## config.mk

```make
export PLATFORM = sky130hd
export DESIGN_NAME = crc16_frame_builder_core
export DESIGN_NICKNAME = d
export VERILOG_FILES = /design/src/rtl/cfb_pkg.sv /design/src/rtl/cfb_front.sv /design/src/rtl/cfb_queue.sv /design/src/rtl/cfb_back.sv /design/src/rtl/crc16_frame_builder_core.sv
export SDC_FILE = /design/constraint.sdc
export NUM_CORES = 1
export LEC_CHECK = 0
export BUFFER_PORTS_ARGS = -buffer_cell sky130_fd_sc_hd__buf_2
export CORE_MARGIN = 5
export CORE_UTILIZATION = 40
export DETAILED_ROUTE_END_ITERATION = 8
export PLACE_DENSITY = 0.55
export SLEW_MARGIN = 20
export SYNTH_ARGS = -nofsm -noshare
export SYNTH_HDL_FRONTEND = slang
export SYNTH_SLANG_ARGS = --single-unit
```

## constraint.sdc

```tcl
create_clock -name i_clk -period 5.46 [get_ports i_clk]
set_input_delay 0.819 -clock i_clk [delete_from_list [all_inputs] [get_ports i_clk]]
set_output_delay 0.819 -clock i_clk [all_outputs]
set_load 0.02 [all_outputs]
```

## src/rtl/cfb_pkg.sv

```systemverilog
// ----------------------------------------------------------------------------
// cfb_pkg: shared types, constants and CRC step for the frame builder
// Holds the frame layout constants, the request record that travels from
// the front end to the serializer, and the CRC-16/CCITT-FALSE byte update.
// ----------------------------------------------------------------------------
`default_nettype none

package cfb_pkg;

    localparam int MaxFrame      = 128;
    localparam int FrameOverhead = 10;
    localparam int MaxPayload    = MaxFrame - FrameOverhead;

    localparam int LenW  = 7;
    localparam int ByteW = 8;
    localparam int SeqW  = 16;
    localparam int CrcW  = 16;

    localparam logic [ByteW-1:0] MagicA   = 8'hAA;
    localparam logic [ByteW-1:0] MagicB   = 8'h55;
    localparam logic [ByteW-1:0] ProtoVer = 8'h01;
    localparam logic [CrcW-1:0]  CrcInit  = 16'hFFFF;
    localparam logic [CrcW-1:0]  CrcPoly  = 16'h1021;

    // Request depth between front end and serializer
    localparam int QueueDepth = 4;
    localparam int QPtrW      = $clog2(QueueDepth);
    localparam int QCntW      = $clog2(QueueDepth + 1);

    // One request: either a frame start (header, optional first byte) or
    // a payload byte. last marks the byte after which the CRC goes out.
    typedef struct packed {
        logic              start;
        logic              has_data;
        logic              last;
        logic [ByteW-1:0]  msg_type;
        logic [SeqW-1:0]   seq;
        logic [LenW-1:0]   len;
        logic [ByteW-1:0]  data;
    } t_cmd;

    function automatic logic [CrcW-1:0] crc_feed(input logic [CrcW-1:0] crc,
                                                 input logic [ByteW-1:0] b);
        logic [CrcW-1:0] c;
        c = crc ^ {b, 8'h00};
        for (int i = 0; i < ByteW; i++) begin
            if (c[CrcW-1]) begin
                c = {c[CrcW-2:0], 1'b0} ^ CrcPoly;
            end else begin
                c = {c[CrcW-2:0], 1'b0};
            end
        end
        return c;
    endfunction

endpackage

`default_nettype wire

```

## src/rtl/cfb_front.sv

```systemverilog
// ----------------------------------------------------------------------------
// cfb_front: input classifier
// Accepts input items, tracks frame membership, sequence number and bytes
// remaining, drops stray items and queues start and payload requests.
// ----------------------------------------------------------------------------
`default_nettype none

module cfb_front (
    input  wire logic                      i_clk,
    input  wire logic                      i_rst_n,
    input  wire logic                      i_accept,
    input  wire logic                      i_start_req,
    input  wire logic [cfb_pkg::ByteW-1:0] i_msg_type,
    input  wire logic [cfb_pkg::LenW-1:0]  i_payload_len,
    input  wire logic [cfb_pkg::ByteW-1:0] i_data_byte,
    output logic                           o_push,
    output cfb_pkg::t_cmd                  o_cmd
);
    import cfb_pkg::*;

    logic            r_in_frame, n_in_frame;
    logic [LenW-1:0] r_left, n_left;
    logic [SeqW-1:0] r_seq, n_seq;
    logic [LenW-1:0] len_sat;

    always_comb begin
        if (int'(i_payload_len) > MaxPayload) begin
            len_sat = LenW'(MaxPayload);
        end else begin
            len_sat = i_payload_len;
        end
    end

    always_comb begin
        n_in_frame      = r_in_frame;
        n_left          = r_left;
        n_seq           = r_seq;
        o_push          = 1'b0;
        o_cmd.start     = i_start_req;
        o_cmd.has_data  = 1'b1;
        o_cmd.last      = 1'b0;
        o_cmd.msg_type  = i_msg_type;
        o_cmd.seq       = r_seq;
        o_cmd.len       = len_sat;
        o_cmd.data      = i_data_byte;
        if (i_accept) begin
            if (i_start_req) begin
                o_push         = 1'b1;
                o_cmd.has_data = (len_sat != '0);
                o_cmd.last     = (len_sat == LenW'(1));
                n_seq          = r_seq + SeqW'(1);
                n_in_frame     = (len_sat > LenW'(1));
                n_left         = (len_sat != '0) ? len_sat - LenW'(1) : '0;
            end else if (r_in_frame) begin
                o_push     = 1'b1;
                o_cmd.last = (r_left == LenW'(1));
                n_left     = r_left - LenW'(1);
                n_in_frame = (r_left != LenW'(1));
            end
            // otherwise drop the stray item
        end
    end

    always_ff @(posedge i_clk) begin
        if (!i_rst_n) begin
            r_in_frame <= 1'b0;
            r_left     <= '0;
            r_seq      <= '0;
        end else begin
            r_in_frame <= n_in_frame;
            r_left     <= n_left;
            r_seq      <= n_seq;
        end
    end

endmodule

`default_nettype wire

```

## src/rtl/cfb_queue.sv

```systemverilog
// ----------------------------------------------------------------------------
// cfb_queue: request queue
// Short FIFO that decouples the classifier from the byte serializer.
// ----------------------------------------------------------------------------
`default_nettype none

module cfb_queue (
    input  wire logic          i_clk,
    input  wire logic          i_rst_n,
    input  wire logic          i_push,
    input  cfb_pkg::t_cmd      i_cmd,
    input  wire logic          i_pop,
    output logic               o_full,
    output logic               o_nonempty,
    output cfb_pkg::t_cmd      o_cmd
);
    import cfb_pkg::*;

    t_cmd             r_mem [QueueDepth];
    logic [QPtrW-1:0] r_wr_ptr, r_rd_ptr;
    logic [QCntW-1:0] r_count;
    logic             do_push, do_pop;

    assign o_full     = (r_count == QCntW'(QueueDepth));
    assign o_nonempty = (r_count != '0);
    assign o_cmd      = r_mem[r_rd_ptr];
    assign do_push    = i_push && !o_full;
    assign do_pop     = i_pop && o_nonempty;

    always_ff @(posedge i_clk) begin
        if (do_push) begin
            r_mem[r_wr_ptr] <= i_cmd;
        end
    end

    always_ff @(posedge i_clk) begin
        if (!i_rst_n) begin
            r_wr_ptr <= '0;
            r_rd_ptr <= '0;
            r_count  <= '0;
        end else begin
            if (do_push) begin
                r_wr_ptr <= r_wr_ptr + QPtrW'(1);
            end
            if (do_pop) begin
                r_rd_ptr <= r_rd_ptr + QPtrW'(1);
            end
            case ({do_push, do_pop})
                2'b10:   r_count <= r_count + QCntW'(1);
                2'b01:   r_count <= r_count - QCntW'(1);
                default: r_count <= r_count;
            endcase
        end
    end

endmodule

`default_nettype wire

```

## src/rtl/cfb_back.sv

```systemverilog
// ----------------------------------------------------------------------------
// cfb_back: frame serializer
// Emits header, payload and CRC bytes one per cycle when i_ready does not stall the
// registered output stage, updating the running CRC as bytes go out.
// ----------------------------------------------------------------------------
`default_nettype none

module cfb_back (
    input  wire logic                      i_clk,
    input  wire logic                      i_rst_n,
    input  wire logic                      i_cmd_valid,
    input  cfb_pkg::t_cmd                  i_cmd,
    output logic                           o_pop,
    output logic                           o_valid,
    input  wire logic                      i_ready,
    output logic [cfb_pkg::ByteW-1:0]      o_out_byte,
    output logic                           o_frame_end
);
    import cfb_pkg::*;

    typedef enum logic [10:0] {
        S_IDLE  = 11'b000_0000_0001,
        S_H1    = 11'b000_0000_0010,
        S_H2    = 11'b000_0000_0100,
        S_H3    = 11'b000_0000_1000,
        S_H4    = 11'b000_0001_0000,
        S_H5    = 11'b000_0010_0000,
        S_H6    = 11'b000_0100_0000,
        S_H7    = 11'b000_1000_0000,
        S_DATA  = 11'b001_0000_0000,
        S_CRCLO = 11'b010_0000_0000,
        S_CRCHI = 11'b100_0000_0000
    } t_state;

    t_state           r_state, n_state;
    logic [CrcW-1:0]  r_crc, n_crc, crc_base;
    logic             r_valid;
    logic [ByteW-1:0] r_byte;
    logic             r_end;
    logic             emit, feed, pop, fend, adv, go;
    logic [ByteW-1:0] ebyte;
    logic [SeqW-1:0]  len16;

    assign adv   = !r_valid || i_ready;
    assign len16 = SeqW'(i_cmd.len);

    always_comb begin
        n_state  = r_state;
        emit     = 1'b1;
        feed     = 1'b0;
        pop      = 1'b0;
        fend     = 1'b0;
        ebyte    = '0;
        crc_base = r_crc;
        unique case (r_state)
            S_IDLE: begin
                emit = i_cmd_valid;
                if (i_cmd.start) begin
                    ebyte   = MagicA;
                    n_state = S_H1;
                end else begin
                    ebyte   = i_cmd.data;
                    feed    = 1'b1;
                    pop     = 1'b1;
                    n_state = i_cmd.last ? S_CRCLO : S_IDLE;
                end
            end
            S_H1: begin
                ebyte   = MagicB;
                n_state = S_H2;
            end
            S_H2: begin
                // restart the CRC at the version byte
                ebyte    = ProtoVer;
                feed     = 1'b1;
                crc_base = CrcInit;
                n_state  = S_H3;
            end
            S_H3: begin
                ebyte   = i_cmd.msg_type;
                feed    = 1'b1;
                n_state = S_H4;
            end
            S_H4: begin
                ebyte   = i_cmd.seq[7:0];
                feed    = 1'b1;
                n_state = S_H5;
            end
            S_H5: begin
                ebyte   = i_cmd.seq[15:8];
                feed    = 1'b1;
                n_state = S_H6;
            end
            S_H6: begin
                ebyte   = len16[7:0];
                feed    = 1'b1;
                n_state = S_H7;
            end
            S_H7: begin
                ebyte = len16[15:8];
                feed  = 1'b1;
                if (i_cmd.has_data) begin
                    n_state = S_DATA;
                end else begin
                    pop     = 1'b1;
                    n_state = S_CRCLO;
                end
            end
            S_DATA: begin
                ebyte   = i_cmd.data;
                feed    = 1'b1;
                pop     = 1'b1;
                n_state = i_cmd.last ? S_CRCLO : S_IDLE;
            end
            S_CRCLO: begin
                ebyte   = r_crc[7:0];
                n_state = S_CRCHI;
            end
            S_CRCHI: begin
                ebyte   = r_crc[15:8];
                fend    = 1'b1;
                n_state = S_IDLE;
            end
            default: begin
                emit    = 1'b0;
                n_state = S_IDLE;
            end
        endcase
        n_crc = feed ? crc_feed(crc_base, ebyte) : r_crc;
    end

    assign go      = emit && adv;
    assign o_pop   = pop && go;
    assign o_valid = r_valid;
    assign o_out_byte  = r_byte;
    assign o_frame_end = r_end;

    always_ff @(posedge i_clk) begin
        if (!i_rst_n) begin
            r_state <= S_IDLE;
            r_crc   <= CrcInit;
            r_valid <= 1'b0;
        end else begin
            if (go) begin
                r_state <= n_state;
                r_crc   <= n_crc;
                r_valid <= 1'b1;
            end else if (i_ready) begin
                r_valid <= 1'b0;
            end
        end
    end

    always_ff @(posedge i_clk) begin
        if (go) begin
            r_byte <= ebyte;
            r_end  <= fend;
        end
    end

endmodule

`default_nettype wire

```

## src/rtl/crc16_frame_builder_core.sv

```systemverilog
// A payload byte passes through the request queue and the serializer output register.
// Bytes leave at one per cycle while i_ready is high; payload items enter at one per
// cycle while o_ready is high. A start request occupies the serializer for its header
// bytes; a final payload byte adds the CRC. A 4-entry queue and o_ready absorb it.
// Reset (synchronous, active low) clears sequence, frame and queue state; no
// clearing pass, the block is ready as soon as reset is released.
// ----------------------------------------------------------------------------
// crc16_frame_builder_core: CRC-16 framed byte serializer
// Front end classifies input items and queues requests; the back end
// serializes header, payload and CRC bytes.
// ----------------------------------------------------------------------------
`default_nettype none

module crc16_frame_builder_core (
    input  wire logic                      i_clk,
    input  wire logic                      i_rst_n,
    input  wire logic                      i_valid,
    output logic                           o_ready,
    input  wire logic                      i_start_req,
    input  wire logic [cfb_pkg::ByteW-1:0] i_msg_type,
    input  wire logic [cfb_pkg::LenW-1:0]  i_payload_len,
    input  wire logic [cfb_pkg::ByteW-1:0] i_data_byte,
    output logic                           o_valid,
    input  wire logic                      i_ready,
    output logic [cfb_pkg::ByteW-1:0]      o_out_byte,
    output logic                           o_frame_end
);
    import cfb_pkg::*;

    logic push, pop, q_full, q_nonempty;
    t_cmd push_cmd, head_cmd;

    assign o_ready = !q_full;

    cfb_front u_front (
        .i_clk         (i_clk),
        .i_rst_n       (i_rst_n),
        .i_accept      (i_valid && o_ready),
        .i_start_req   (i_start_req),
        .i_msg_type    (i_msg_type),
        .i_payload_len (i_payload_len),
        .i_data_byte   (i_data_byte),
        .o_push        (push),
        .o_cmd         (push_cmd)
    );

    cfb_queue u_queue (
        .i_clk      (i_clk),
        .i_rst_n    (i_rst_n),
        .i_push     (push),
        .i_cmd      (push_cmd),
        .i_pop      (pop),
        .o_full     (q_full),
        .o_nonempty (q_nonempty),
        .o_cmd      (head_cmd)
    );

    cfb_back u_back (
        .i_clk       (i_clk),
        .i_rst_n     (i_rst_n),
        .i_cmd_valid (q_nonempty),
        .i_cmd       (head_cmd),
        .o_pop       (pop),
        .o_valid     (o_valid),
        .i_ready     (i_ready),
        .o_out_byte  (o_out_byte),
        .o_frame_end (o_frame_end)
    );

endmodule

`default_nettype wire

```

==> summary.txt, run 1 <==
reg2reg setup slack: 1.33 ns
number of H-tree levels: 1
Fin Setup TNS: 0 ns
fin crit share: 0.756
cell row count: 59
Mapped Area: 0.0106 mm^2
sw frac: 0.269
DP Worst Slack: 1.36 ns
final slew viol count: 0
layout cells sized above 1: 0.197
Hold-fix buffers, CTS: 0
hpwl dp: 17400 um
Hold Path Class: reg -> reg
worst hold start: u_front.r_in_frame
post-synth top area share: 0.500
Max Freq: 0.242 GHz
GRT Total Usage: 0.166
clk sinks: 238
crit-path max FO: 15
PwrDens: 405 mW/mm^2
met3 Track Usage GR: 0.0288
antenna-violating nets left: 0
sequential element share of the synthesized area: 0.615
skew final: 0.0136 ns
WL/cell: 21.6 um
Antenna diodes: 0
min Tclk post-route: 4.13 ns
RSZ-0062 raised after global routing: no
Finished Core Util: 0.460
DIE AREA: 0.0299 mm^2
die height: 173 um
grt ovf: 0
pin count of the biggest net entering global routing: 50
Detailed Route WL: 25000 um
postcts setup bufs: 0
multi-input gate area in the final layout: 0.00375 mm^2
GPL Wtd Cong: 0.955
Placeable Area: 0.0261 mm^2
final worst slack: 1.33 ns
top_reg_cell synth: edfxtp_1
Clock Path Buffers: 3
hold path endpoint: u_front.r_in_frame
P&R area growth vs syn: 13.0%
total power: 4.87 mW
M1 GR Usage: 0.222
IO Pins: 39
grt peak-use layer: met2
synth top area cells: edfxtp_1 50%, dfxtp_1 11%, mux4_2 7.6%
R2R Path End: u_queue.r_count[2]
Iteration-0 DRC Markers: 522
Syn Nets: 810
DRC Markers: 0
nets: 842
CTS tree: yes
vias in the first global route: 6665
slowest stage delay, CP: 0.80 ns
hold depth: 2
FF-to-FF Start: u_back.r_state[8]
Syn. warnings: 0
max_cap viols: 0
Crit Path Class: reg -> reg
CP most frequent cell: or3_1
WHS: 0.505 ns
first-pass iteration count of the detailed router: 5
Die Wd: 173 um
port bufs: 38
Seq pwr share: 0.437
headroom to the max-slew limit: 0.300
via count: 6474
CTS Buf Count: 26
first-pass GRT wire length: 39300 um
CP cell instances: nor3_2 -> and3_1 -> nand4b_1 -> or3_1 -> o21ai_2 -> buf_4 -> nor3_1 -> ha_1 -> inv_1 -> fa_1 -> xor2_1 -> or3_1 -> a21oi_1
net switching power: 1.31 mW
worst slew pin tran: 1.05 ns
post-synth top area cell: edfxtp_1
Clk pwr share: 0.377
Clock Tree Root: clkbuf_16
Syn Inst Count: 770
Fin. Hold Viols: 0
worst endpoint required time: 5.91 ns
reg2reg path depth: 13
critical path startpoint category: register
register area: 0.00654 mm^2
flops & latches, synth: 238
antenna violations before repair: 0
clock latency on the worst-skew pair: 0.53 ns
status: complete, no violations
Logic pwr share: 0.186
Vias/cell: 5.60
Crit path arrival time: 4.58 ns
count of distinct cell types in the synthesized netlist: 79
post-CTS resize count: 0
Worst-path clk slew: 0.06 ns
Setup-failing EPs final: 0
Post-synth EDFFs: 177
Worst VDD drop: 0.000176 V
Fillers: 2329
global-route met2 utilization: 0.283
syn avg cell area: 13.8 um^2
Bufs and invs on worst path: 2
LEAKAGE: 4.18 nW
internal power: 3.56 mW
critical path endpoint category: register
Crit path max-delay family: simple AND/OR/NAND/NOR gates
initial core utilization: 0.407
CP max-delay cell: nor3_2
Async S/R FF share, synth: 0
cells in the final DEF, fill, tap and decap left out, types with 4 or more instances in the layout:
master	instances
edfxtp_1	177
nor2_1	80
dfxtp_1	59
buf_2	38
mux4_2	36
nand2_1	34
clkbuf_16	28
a21oi_1	26
inv_1	23
nand3_1	21
xnor2_1	19
o21ai_0	19
nand4_1	18
xor2_1	17
nor3_1	15
buf_4	14
nor2b_1	13
ha_1	11
mux2i_1	10
nor4_1	9
o211ai_1	9
and3_1	9
o2bb2ai_1	8
a22oi_1	7
clkinv_1	7
or3_1	6
o2111ai_1	6
nor3b_1	5
xnor2_2	4
a221oi_1	4
nor4b_1	4
a32oi_1	4
and2_2	4
clkinv_2	4
bufinv_16	4
registers in the layout, summed over array words and instances (netlist names), named ones only:
| register | flops |
|---|---|
| u_back.o_frame_end | 1 |
| u_back.o_out_byte | 8 |
| u_back.o_valid | 1 |
| u_back.r_crc | 16 |
| u_back.r_state | 11 |
| u_front.r_in_frame | 1 |
| u_front.r_left | 7 |
| u_front.r_seq | 16 |
| u_queue.r_count | 3 |
| u_queue.r_mem | 168 |
| u_queue.r_rd_ptr | 2 |
| u_queue.r_wr_ptr | 2 |
cells by family (layout without fill, tap and decap cells):
logic type / Yosys count / after routing / synth area share
AND/OR/NAND/NOR: 239 / 239 / 0.119
flip-flops: 238 / 238 / 0.615
AO/OA/AOI/OAI: 113 / 113 / 0.0783
buffers and inverters: 73 / 125 / 0.0333
multiplexers: 51 / 51 / 0.0953
XOR/XNOR: 44 / 44 / 0.0437
adder cells (fa/ha/maj): 12 / 12 / 0.0148
cells in the mapped netlist, drive strengths merged (10+ instances only):
cell type / instances
edfxtp: 177
nor2: 80
dfxtp: 61
mux4: 39
nand2: 34
buf: 28
a21oi: 27
xnor2: 24
inv: 23
nand3: 22
o21ai: 21
clkbuf: 20
xor2: 19
nand4: 18
nor3: 16
nor2b: 13
ha: 11
nor4: 11
mux2i: 10
o211ai: 10
power groups by stage:
stage                     clock network, mW  logic [mW]  registers [mW]
after global placement                    0       0.898            2.16
after CTS                              1.87       0.911            2.13
after floorplan                           0       0.659            2.17
final                                  1.83       0.903            2.13
after detailed placement                  0       0.907            2.17
after global routing                   1.96       0.982            2.14
layout make-up:
| cell class | instances | share of cell area |
|---|---|---|
| Sequential cell | 238 | 0.544 |
| Timing Repair Buffer | 52 | 0.0246 |
| Clock buffer | 33 | 0.0616 |
| Multi-Input combinational cell | 459 | 0.312 |
| Inverter | 25 | 0.00781 |
| Tap cell | 335 | 0.0349 |
| Clock inverter | 15 | 0.0147 |
how the worst max path moves through the flow:
| stage | from | endpoint | depth (start not counted) |
|---|---|---|---|
| after global placement | u_back.r_state[8] | u_queue.r_count[2] | 13 |
| final | u_back.r_state[8] | u_queue.r_count[2] | 13 |
| after CTS | u_back.r_state[8] | u_queue.r_count[2] | 13 |
| after detailed placement | u_back.r_state[8] | u_queue.r_count[2] | 13 |
| after global routing | u_back.r_state[8] | u_queue.r_count[2] | 13 |
| after floorplan | register | u_queue.r_count[2] | 13 |
metal layers:
layer | part of all wire | wire, um | up-vias
li1 | - | - | 3008
met1 | 0.43 | 10700 | 3257
met2 | 0.50 | 12400 | 167
met3 | 0.053 | 1320 | 42
met4 | 0.022 | 551 | 0
met5 | 0 | 0 | -
metrics by stage:
step	std cells	instance area, um^2
after floorplan	770	10600
after global placement	1109	11100
after detailed placement	1109	11100
after CTS	1157	12000
after global routing	1157	12000
final	1157	12000
worst min-delay path: stages (launching register included):
cell and delay (ns):
dfxtp_1 0.32, o21ai_0 0.08, a21oi_1 0.06
Note: power is estimated with default switching activity, not from simulation.
==> inputs of run 2 (changes only) <==
--- a/config.mk
+++ b/config.mk
@@ -5,11 +5,12 @@
 export SDC_FILE = /design/constraint.sdc
 export NUM_CORES = 1
 export LEC_CHECK = 0
+export ABC_AREA = 1
 export BUFFER_PORTS_ARGS = -buffer_cell sky130_fd_sc_hd__buf_2
 export CORE_MARGIN = 5
 export CORE_UTILIZATION = 40
 export DETAILED_ROUTE_END_ITERATION = 8
-export PLACE_DENSITY = 0.55
+export PLACE_DENSITY = 0.57
 export SLEW_MARGIN = 20
 export SYNTH_ARGS = -nofsm -noshare
 export SYNTH_HDL_FRONTEND = slang
==> constraint.sdc (replaced) <==
create_clock -name i_clk -period 3.6 [get_ports i_clk]
set_input_delay 0.54 -clock i_clk [delete_from_list [all_inputs] [get_ports i_clk]]
set_output_delay 0.54 -clock i_clk [all_outputs]
set_load 0.02 [all_outputs]
==> summary.txt, run 2 <==
Vias/cell: 5.00 (-11%)
critical path endpoint category: register
Die Wd: 178 um (+2.7%)
most frequent cells after synthesis: 324 x nand2_1, 177 x edfxtp_1, 150 x nor2_1
WL/cell: 16.2 um (-25%)
post-synth top area share: 0.472 (-0.0279)
initial core utilization: 0.405 (-0.00157)
DRC Markers: 0 (unchanged)
most frequent cells in the layout: 324 x nand2_1, 177 x edfxtp_1, 146 x nor2_1
Hold Path Class: in -> reg
worst endpoint required time: 4.01 ns (-1.90 ns)
postcts setup bufs: 0 (unchanged)
Syn Nets: 1310 (+62%)
crit-path max FO: 15 (unchanged)
flops & latches, synth: 238 (unchanged)
commonest non-fill, non-tap cell in the layout: nand2_1
count of distinct cell types in the synthesized netlist: 44 (-44%)
first-pass iteration count of the detailed router: 5 (unchanged)
Post-synth EDFFs: 177 (unchanged)
cell row count: 61 (+3.4%)
Placed Cells incl. Taps: 1658 (+50%)
RSZ-0062 raised after global routing: no
number of H-tree levels: 1 (unchanged)
Clock Path Buffers: 3 (unchanged)
via count: 8521 (+32%)
Worst VDD drop: 0.000277 V (+57%)
clock latency on the worst-skew pair: 0.53 ns (about the same)
port bufs: 38 (unchanged)
Cell Count, Final, Fillers Out: 1705 (+47%)
Syn. warnings: 0 (unchanged)
Detailed Route WL: 27600 um (+10%)
sequential element share of the synthesized area: 0.581 (-0.0343)
max_cap viols: 0 (unchanged)
status: complete, no violations
GPL Wtd Cong: 0.933 (-2.3%)
Syn Inst Count: 1270 (+65%)
Crit Path Class: reg -> reg
final worst slack: 0.574 ns (-0.756 ns)
syn avg cell area: 8.86 um^2 (-36%)
worst slew pin tran: 0.808 ns (-0.243 ns)
multi-input gate area in the final layout: 0.00398 mm^2 (+6.1%)
fin crit share: 0.841 (+0.0841)
pin count of the biggest net entering global routing: 65 (+30%)
headroom to the max-slew limit: 0.461 (+0.161)
post-CTS resize count: 0 (unchanged)
antenna violations before repair: 0 (unchanged)
layout cells sized above 1: 0.108 (-0.0893)
Async S/R FF share, synth: 0 (unchanged)
grt ovf: 0 (unchanged)
Hold-fix buffers, CTS: 0 (unchanged)
DP Worst Slack: 0.628 ns (-0.730 ns)
top_reg_cell synth: edfxtp_1
IO Pins: 39 (unchanged)
clk sinks: 238 (unchanged)
post-synth top area cell: edfxtp_1
Clock Tree Root: clkbuf_16
total power: 7.57 mW (+55%)
Fillers: 2681 (+15%)
Worst-path clk slew: 0.06 ns (about the same)
LEAKAGE: 5.27 nW (+26%)
Crit path arrival time: 3.44 ns (-1.14 ns)
synth top area cells: edfxtp_1 47%, dfxtp_1 11%, nand2_1 11%
DIE AREA: 0.0316 mm^2 (+5.6%)
nets: 1348 (+60%)
Finished Core Util: 0.459 (about the same)
skew final: 0.0154 ns (+0.00173 ns)
vias in the first global route: 8094 (+21%)
CTS Buf Count: 26 (unchanged)
number of flip-flops in the largest register: 168 (unchanged)
first-pass GRT wire length: 44000 um (+12%)
die height: 178 um (+2.7%)
PwrDens: 593 mW/mm^2 (+46%)
antenna-violating nets left: 0 (unchanged)
Setup-failing EPs final: 0 (unchanged)
Max Freq: 0.330 GHz (+36%)
Fin. Hold Viols: 0 (unchanged)
critical path startpoint category: register
register area: 0.00654 mm^2 (about the same)
GRT Total Usage: 0.176 (+0.0105)
Placeable Area: 0.0278 mm^2 (+6.3%)
Mapped Area: 0.0113 mm^2 (+5.9%)
hpwl dp: 18500 um (+6.2%)
Top reg by flops: u_queue.r_mem
P&R area growth vs syn: 13.4%
CTS tree: yes
largest registers: u_queue.r_mem (168), u_back.r_crc (16), u_front.r_seq (16)
min Tclk post-route: 3.03 ns (-1.10 ns)
most frequent cell after synthesis: nand2_1
Antenna diodes: 0 (unchanged)
Iteration-0 DRC Markers: 582 (+11%)
final slew viol count: 0 (unchanged)
-- run 2: cell types whose count changed in the layout (fill, tap and decap cells not counted), moves of 36 or more --
cell,before,now
o21ai_0,19,78
inv_1,23,140
nand2_1,34,324
mux4_2,36,0
nand3_1,21,122
nor2_1,80,146
-- run 2: layout make-up --
cell class / count / share of cell area
Clock buffer: 34 / 0.0550
Timing Repair Buffer: 54 / 0.0292
Multi-Input combinational cell: 840 / 0.312
Inverter: 148 / 0.0436
Clock inverter: 13 / 0.0110
Tap cell: 378 / 0.0371
Sequential cell: 238 / 0.513
-- run 2: final timing paths --
check,startpoint,end,slack (ns),cells past startpoint
worst max-delay path,u_back.r_state[8],u_queue.r_count[2],0.57,16
worst min-delay path,i_data_byte[2],u_queue.r_mem[1][2],0.22,1
worst max register to register,u_back.r_state[8],u_queue.r_count[2],0.57,16
worst min register to register,u_front.r_in_frame,u_front.r_in_frame,0.47,2
-- run 2: power by group --
| group | switching, mW | internal (mW) |
|---|---|---|
| clock network | 1.05 | 1.58 |
| registers | 0.119 | 3.17 |
| logic | 1.14 | 0.503 |
| total | 2.31 | 5.26 |
-- run 2: worst max-delay path, stage by stage, from the launching register on --
cell and delay (ns):
dfxtp_1 0.36, inv_1 0.14, nand3_2 0.16, nor2_2 0.39
nand2_1 0.22, nand4_2 0.14, nor2_4 0.06, nand3_2 0.08
nand2_4 0.12, nor2_1 0.17, ha_1 0.16, inv_1 0.07
fa_1 0.37, a21oi_1 0.14, o21ai_0 0.11, o21ai_0 0.15
a21oi_1 0.06
-- run 2: per-stage QoR --
| stage | area, um^2 | TNS, ns | hold slack [ns] |
|---|---|---|---|
| after floorplan | 11300 | -4.24 | 0.444 |
| after global placement | 11900 | 0 | 0.463 |
| after detailed placement | 11900 | 0 | 0.464 |
| after CTS | 12800 | 0 | 0.207 |
| after global routing | 12800 | 0 | 0.217 |
| final | 12800 | 0 | 0.224 |
-- run 2: cell families after synthesis --
group	share of synthesized area
DFF	0.581
AOI/OAI and AO/OA	0.0757
and+or+nand+nor	0.256
adders and majority gates	0.0140
buffers and inverters	0.0685
xor gates and xnor gates	0.00467
-- run 2: per-layer routing --
metal,global-route usage,share of wire,vias up
li1,-,-,4295
met1,0.245,0.46,3996
met2,0.297,0.48,201
met3,0.0264,0.051,29
met4,0.0329,0.014,0
met5,0,0,-
==> inputs of run 3 (changes only) <==
--- a/config.mk
+++ b/config.mk
@@ -5,12 +5,12 @@
 export SDC_FILE = /design/constraint.sdc
 export NUM_CORES = 1
 export LEC_CHECK = 0
-export ABC_AREA = 1
+export ABC_AREA = 0
 export BUFFER_PORTS_ARGS = -buffer_cell sky130_fd_sc_hd__buf_2
 export CORE_MARGIN = 5
 export CORE_UTILIZATION = 40
 export DETAILED_ROUTE_END_ITERATION = 8
-export PLACE_DENSITY = 0.57
+export PLACE_DENSITY = 0.55
 export SLEW_MARGIN = 20
 export SYNTH_ARGS = -nofsm -noshare
 export SYNTH_HDL_FRONTEND = slang
==> constraint.sdc (replaced) <==
create_clock -name i_clk -period 2.8 [get_ports i_clk]
set_input_delay 0.42 -clock i_clk [delete_from_list [all_inputs] [get_ports i_clk]]
set_output_delay 0.42 -clock i_clk [all_outputs]
set_load 0.02 [all_outputs]
==> summary.txt, run 3 (synthesized netlist as in run 1, its figures left out) <==
final slew viol count: 0 (unchanged)
vias in the first global route: 6887 (-15%)
Crit Path Class: reg -> reg
reg2reg setup slack: -0.08 ns (-0.66 ns)
WL/cell: 19.9 um (+23%)
critical path startpoint category: register
Clock Tree Root: clkbuf_16
most frequent cells in the layout: 177 x edfxtp_1, 91 x buf_4, 79 x nor2_1
CP max-delay cell: mux4_2
initial core utilization: 0.407 (+0.00157)
Worst VDD drop: 0.000417 V (+51%)
worst endpoint required time: 3.26 ns (-0.75 ns)
RSZ-0062 raised after global routing: yes
largest registers: u_queue.r_mem (168), u_back.r_crc (16), u_front.r_seq (16)
hpwl dp: 17300 um (-6.4%)
Top reg by flops: u_queue.r_mem
Fillers: 2251 (-16%)
hold depth: 1 (unchanged)
port bufs: 38 (unchanged)
Antenna diodes: 0 (unchanged)
layout cells sized above 1: 0.317 (+0.209)
Crit path arrival time: 3.34 ns (-0.10 ns)
R2R Path End: u_queue.r_count[2]
status: complete, but fails checks
Clock Path Buffers: 3 (unchanged)
headroom to the max-slew limit: 0.584 (+0.123)
Crit path max-delay family: simple AND/OR/NAND/NOR gates
die height: 173 um (-2.7%)
cell row count: 59 (-3.3%)
nets: 938 (-30%)
skew final: 0.0116 ns (-0.00379 ns)
P&R area growth vs syn: 23.2%
Placeable Area: 0.0261 mm^2 (-5.9%)
register area: 0.00655 mm^2 (+0.21%)
GRT Total Usage: 0.163 (-0.0137)
total power: 9.93 mW (+31%)
Hold-fix buffers, CTS: 0 (unchanged)
min Tclk post-route: 2.88 ns (-0.143 ns)
GPL Wtd Cong: 0.891 (-4.5%)
Worst-path clk slew: 0.06 ns (about the same)
CTS tree: yes
Iteration-0 DRC Markers: 377 (-35%)
clock latency on the worst-skew pair: 0.54 ns (about the same)
Setup-failing EPs final: 1 (+1)
first-pass iteration count of the detailed router: 4 (-1)
antenna-violating nets left: 0 (unchanged)
crit-path max FO: 2 (-13)
critical path endpoint category: register
antenna violations before repair: 1 (+1)
fin crit share: 1.03 (+0.189)
clk sinks: 238 (unchanged)
Max Freq: 0.347 GHz (+5.0%)
LEAKAGE: 4.74 nW (-10%)
worst slew pin tran: 0.625 ns (-0.183 ns)
Fin. Hold Viols: 0 (unchanged)
commonest non-fill, non-tap cell in the layout: edfxtp_1
CP cell instances: mux4_2 -> or3b_4 -> a21oi_4 -> nor2_2 -> nor3_2 -> ha_2 -> inv_2 -> fa_2 -> xor2_1 -> or3_1 -> a21oi_1
WHS: 0.0969 ns (-0.127 ns)
DRC Markers: 0 (unchanged)
max_cap viols: 0 (unchanged)
number of flip-flops in the largest register: 168 (unchanged)
reg2reg path depth: 11 (-5)
slowest stage delay, CP: 0.53 ns (+0.14 ns)
Detailed Route WL: 24900 um (-9.6%)
multi-input gate area in the final layout: 0.00394 mm^2 (-1.0%)
number of H-tree levels: 1 (unchanged)
Vias/cell: 5.40 (+8.1%)
Die Wd: 173 um (-2.7%)
Bufs and invs on worst path: 1 (-1)
Hold Path Class: in -> reg
grt ovf: 0 (unchanged)
worst hold start: i_msg_type[1]
final worst slack: -0.0827 ns (-0.657 ns)
via count: 6769 (-21%)
Finished Core Util: 0.501 (+0.0419)
violated checks: setup timing
DIE AREA: 0.0299 mm^2 (-5.3%)
PwrDens: 758 mW/mm^2 (+28%)
IO Pins: 39 (unchanged)
first-pass GRT wire length: 39000 um (-11%)
pin count of the biggest net entering global routing: 55 (-15%)
CTS Buf Count: 26 (unchanged)
hold path endpoint: u_queue.r_mem[2][32]
## run 3: timing repair
item / CTS / global route
pin swaps: 11 / 6
setup endpoints to repair: 12 / 14
resized for setup: 12 / 35
cloned: 0 / 2
setup buffers: 7 / 13
## run 3: how the worst max path moves through the flow
stage,startpoint,depth (start not counted),endpoint
2_1_floorplan,register,12,u_queue.r_count[2]
3_3_place_gp,u_back.r_state[5],12,u_queue.r_count[2]
3_5_place_dp,u_back.r_state[5],12,u_queue.r_count[2]
4_1_cts,register,11,u_queue.r_count[2]
5_1_grt,u_back.r_state[5],14,u_queue.r_count[2]
6_report,register,11,u_queue.r_count[2]
## run 3: through the flow
stage	setup slack, ns	cells	TNS [ns]	instance area [um^2]
floorplan	-0.287	770	-0.442	10600
global route	-0.195	1253	-0.845	13100
CTS	-0.110	1238	-0.128	12800
global placement	-0.165	1183	-0.583	11800
detailed placement	-0.213	1183	-0.815	11800
finish	-0.0827	1253	-0.0827	13100
## run 3: area by class of cell
class | instances | share of cell area
clock buffers | 37 | 0.0544
clock inverters | 11 | 0.0140
inverters | 25 | 0.00717
well taps | 335 | 0.0320
flip-flops and latches | 238 | 0.500
multi-input cells | 459 | 0.301
repair buffers | 148 | 0.0915
## run 3: power by group
group	internal (mW)	switching, mW	total, mW
logic	1.09	1.18	2.27
clock network	2.15	1.37	3.52
registers	4.01	0.134	4.14
total	7.24	2.68	9.93
## run 3: routing by layer
layer | track usage | vias to the layer above | routed length [um]
met5 | 0 | - | 13
met4 | 0.0409 | 2 | 558
met3 | 0.0275 | 36 | 1100
met2 | 0.280 | 157 | 12100
met1 | 0.216 | 3378 | 11100
li1 | - | 3196 | -
